[config.mk]
export PLATFORM = sky130hd
export DESIGN_NAME = ahc_ctrl
export DESIGN_NICKNAME = d
export VERILOG_FILES = /design/src/rtl/core/assert_macros.svh /design/src/rtl/core/ahc_pkg.sv /design/src/rtl/core/ahc_ctrl.sv
export SDC_FILE = /design/constraint.sdc
export NUM_CORES = 1
export LEC_CHECK = 0
export BUFFER_PORTS_ARGS = -buffer_cell sky130_fd_sc_hd__buf_2
export CAP_MARGIN = 20
export CORE_AREA = 2 2 39 41
export DETAILED_ROUTE_END_ITERATION = 6
export DIE_AREA = 0 0 41 43
export PLACE_DENSITY = 0.45
export SYNTH_ARGS = -nofsm -noshare
export SYNTH_HDL_FRONTEND = slang
export SYNTH_SLANG_ARGS = --single-unit
export TNS_END_PERCENT = 50
[constraint.sdc]
create_clock -name clk -period 3 [get_ports clk]
set_clock_uncertainty 0.05 [all_clocks]
set_input_delay 0.15 -clock clk [delete_from_list [all_inputs] [get_ports clk]]
set_output_delay 0.15 -clock clk [all_outputs]
set_load 0.01 [all_outputs]
[src/rtl/core/assert_macros.svh]
// assertion macros shared by the rtl
`ifndef ASSERT_MACROS_SVH
`define ASSERT_MACROS_SVH
// antecedent on this edge implies consequent on the next edge
`define ASSERT_NEXT(label, clk, rst, a, b) \
  label: assert property (@(posedge clk) disable iff (rst) (a) |=> (b)) \
    else $error("label failed");
// antecedent implies consequent on the same edge
`define ASSERT_SAME(label, clk, rst, a, b) \
  label: assert property (@(posedge clk) disable iff (rst) (a) |-> (b)) \
    else $error("label failed");
`endif

[src/rtl/core/ahc_pkg.sv]
// package of types and constants for the adjacent hit clusterer
package ahc_pkg;
  localparam int HITS_PER_KIND = 32;
  localparam int CHANNEL_BITS = 24;
  localparam int NUM_BITS = 5;

  typedef struct packed {
    logic        is_strip;
    logic [2:0]  wire_req;
    logic [6:0]  box_number;
    logic [6:0]  layer;
    logic [3:0]  sector;
    logic [3:0]  module_req;
    logic [23:0] strip_channel;
    logic        last_hit;
  } hit_t;

  typedef struct packed {
    logic        cluster_is_strip;
    logic [4:0]  cluster_number;
    logic [4:0]  hit_number;
    logic [23:0] channel_id;
    logic        last_in_cluster;
    logic        last_of_event;
  } result_t;

  typedef enum logic [2:0] {
    S_IDLE, S_CALC, S_INSERT, S_CHECK, S_BOX, S_STRIP, S_CLEAR
  } state_t;

  typedef struct packed {
    logic load;
    logic calc;
    logic insert;
    logic clear;
    logic start;
    logic emit;
    logic kind;
    logic event_end;
  } cmd_t;

  typedef struct packed {
    logic last_hit;
    logic both_nonempty;
    logic slot_free;
    logic kind_end;
  } status_t;
endpackage

[src/rtl/core/ahc_ctrl.sv]
// controller state machine of the adjacent hit clusterer
module ahc_ctrl (
  input  logic             clk,
  input  logic             rst,
  input  logic             hit_valid,
  output logic             hit_ready,
  input  ahc_pkg::status_t status,
  output ahc_pkg::cmd_t    cmd
);
  ahc_pkg::state_t state, state_next;

  always_ff @(posedge clk) begin
    if (rst) state <= ahc_pkg::S_IDLE;
    else state <= state_next;
  end

  always_comb begin
    state_next = state;
    unique case (state)
      ahc_pkg::S_IDLE:   if (hit_valid) state_next = ahc_pkg::S_CALC;
      ahc_pkg::S_CALC:   state_next = ahc_pkg::S_INSERT;
      ahc_pkg::S_INSERT: state_next = status.last_hit ? ahc_pkg::S_CHECK : ahc_pkg::S_IDLE;
      ahc_pkg::S_CHECK:  state_next = status.both_nonempty ? ahc_pkg::S_BOX : ahc_pkg::S_CLEAR;
      ahc_pkg::S_BOX:    if (status.slot_free && status.kind_end) state_next = ahc_pkg::S_STRIP;
      ahc_pkg::S_STRIP:  if (status.slot_free && status.kind_end) state_next = ahc_pkg::S_CLEAR;
      ahc_pkg::S_CLEAR:  state_next = ahc_pkg::S_IDLE;
      default:           state_next = ahc_pkg::S_IDLE;
    endcase
  end

  always_comb begin
    cmd       = '0;
    hit_ready = 1'b0;
    unique case (state)
      ahc_pkg::S_IDLE: begin
        hit_ready = 1'b1;
        cmd.load  = hit_valid;
      end
      ahc_pkg::S_CALC:   cmd.calc = 1'b1;
      ahc_pkg::S_INSERT: cmd.insert = 1'b1;
      ahc_pkg::S_CHECK:  cmd.start = 1'b1;
      ahc_pkg::S_BOX:    cmd.emit = status.slot_free;
      ahc_pkg::S_STRIP: begin
        cmd.kind      = 1'b1;
        cmd.event_end = 1'b1;
        cmd.emit      = status.slot_free;
      end
      ahc_pkg::S_CLEAR:  cmd.clear = 1'b1;
      default:           cmd = '0;
    endcase
  end
endmodule

==> impl_metrics.csv <==
group,metric,value,unit
final_layout,syn_to_final_growth,36.87,%
sta,rsz0062_at_grt,"no",
synth,syn_area,247.7,µm²
critical_path,end_kind,"primary output",
clock_tree,cts.clk_slew.worst_paths,40,ps
placed_design,port_buffers,15,
final_layout,ff_latch_area,60.06,µm²
final_layout,top_register,"state",
synth,syn-instance-count,29,
grt,antenna_found_initial,0,
final_layout,reg_top3,"state x3",
synth,synth-seq-cells,3,
final_layout,largest_reg_flops,3,
die,fp.dieH,43,µm
drt,drt_first_pass_iters,2,
grt,grt_max_degree,12,
final_layout,n_fill_cell,155,
power,p_leak,0.0001703,µW
hold_path,hold_path_class,"in -> reg",
critical_path,path_class,"reg -> out",
outcome,status,"finished clean",
placed_design,place_congestion,0.7626,
drt,met3_length,57,µm
sta,period_minus_slack,1481,ps
drt,dr.max_layer_used,"met4",
sta,finalHoldViolCount,0,
clock_tree,numCtsBuffers,3,
synth,synth_nets,36,
synth,synth_largest_area_cell,"dfxtp_1",
job,max-cap-violations,0,
grt,grt_pass1_vias,210,
clock_tree,cts_tree,"built",
final_layout,multiInputGateArea,157.7,µm²
die,row_count,14,
grt,grt_pass1_wl,883,µm
sta,slew-limit-headroom,0.7496,
grt,grt.total_usage,0.07916,
critical_path,crit_fanout,10,
power,powerDensity,427.0,nW/µm²
die,ioPinCount,16,
synth,async_flop_share,0,
die,core,1384,µm²
sta,fin_crit_sh,0.4935,
clock_tree,htreeDepth,1,
clock_tree,cts_hold_buffers,0,
power,peakVddDrop,0.08268,mV
drt,m1WireLength,245,µm
drt,viasPerCell,4.200,
die,die-area,1763,µm²
drt,drt_iter0_markers,3,
final_layout,drive_above_1_share,0.4545,
sta,setup_viol,0,
drt,vias,252,
clock_tree,clock_tree.root_cell,"clkbuf_4",
drt,drc,0,
grt,grt-ovfl-total,0,
synth,ys_seq_area_frac,0.2424,
placed_design,dpl.hpwl,437.5,µm
clock_tree,clk_latency,230,ps
synth,netlist.area_leader.share,0.2424,
synth,synth_common_cells,"4 x buf_4, 3 x and2_1, 3 x dfxtp_1",
synth,synth.most_common_cell,"buf_4",
critical_path,crit_arrival,1280,ps
hold_path,holdPathStages,2,
final_layout,fin_area,339.1,µm²
synth,netlist_top_cells_area,"dfxtp_1 24%, buf_4 12%, and2_1 7.6%, and3b_1 7.1%, a2111oi_2 6.1%",
sta,fmax,675.4,MHz
clock_tree,cts_resized,0,
die,die_x,41,µm
placed_design,place_area,312.8,µm²
synth,synthFlopType,"dfxtp_1",
sta,finalSetupTns,0,ps
sta,timing.final.max_slew_violations,0,
clock_tree,cts_setup_buffers,0,
drt,routed-wl-met2,265,µm
drt,drt-total-wl,581,µm
synth,syn_avg_cell_area,8.543,µm²
clock_tree,clkSinkCount,3,
synth,ys_types,18,
final_layout,num_antenna_cells,0,
sta,worst_slew_pin_slew,372.2,ps
die,start_util,0.1790,
synth,ys_warn_count,0,
critical_path,startpoint_type,"flip-flop",
drt,drtAntennaViolNets,0,
critical_path,reg2reg_depth,3,
critical_path,crit_required,2800,ps
drt,wl_per_cell,9.683,µm
synth,synth-edff-count,0,
final_layout,finalNetCount,52,
clock_tree,clk_path_buf_depth,2,
==> report_power, final <==
group | switching (µW) | internal (µW) | leakage [µW]
logic | 12.3 | 13.8 | 0.000131
registers | 4.73 | 42.2 | 0.0000245
clock network | 21.9 | 49.9 | 0.0000150
total | 38.9 | 106 | 0.000170
==> layer usage <==
metal | GRT usage | vias to the layer above
li1 | - | 132
met4 | 0.1000 | 0
met1 | 0.09904 | 106
met5 | 0 | -
met3 | 0.02094 | 2
met2 | 0.09063 | 12
==> kinds of logic after synthesis <==
kind of cell    Yosys count  share of synthesized area
compound gates            6                     0.1818
simple gates             16                     0.4545
flops                     3                     0.2424
buf+inv                   4                     0.1212
==> layout make-up <==
class                   count  area share
well taps                  16     0.05904
flip-flops and latches      3      0.1771
clock buffers               4     0.07749
multi-input cells          22      0.4649
repair buffers             15      0.2214
==> final timing paths <==
path / startpoint / endpoint / slack, ps
min reg2reg: state[0] / state[0] / 630
max reg2reg: state[1] / state[1] / 1810
min: rst / state[1] / 60
max: state[1] / cmd[0] / 1520
==> worst max-delay path, cell delays in order (launching register included) <==
cell and delay, ps:
dfxtp_1 460, and2b_1 270, and2_1 180, buf_2 130
==> layout by cell type, fill, tap and decap left out, types with 2 or more instances in the layout <==
master,netlist,routed
nor2_1,2,2
a21oi_1,2,2
buf_2,0,15
clkbuf_4,0,3
and2_1,3,3
dfxtp_1,3,3
nor3b_1,2,2
and3b_1,2,2
==> stage by stage <==
step | utilization | hold WS [ps] | cells | power [µW] | setup slack, ps
after floorplan | - | 168.9 | 29 | 63.88 | 1795
after global placement | 0.2260 | 309.9 | 56 | 74.04 | 1767
after detailed placement | 0.2260 | 308.8 | 56 | 73.82 | 1759
after CTS | 0.2450 | 59.39 | 60 | 146.9 | 1506
after global routing | 0.2450 | 76.02 | 60 | 151.6 | 1423
final | 0.2450 | 59.04 | 60 | 144.8 | 1519
No activity file was read; power rests on OpenSTA's default activity.
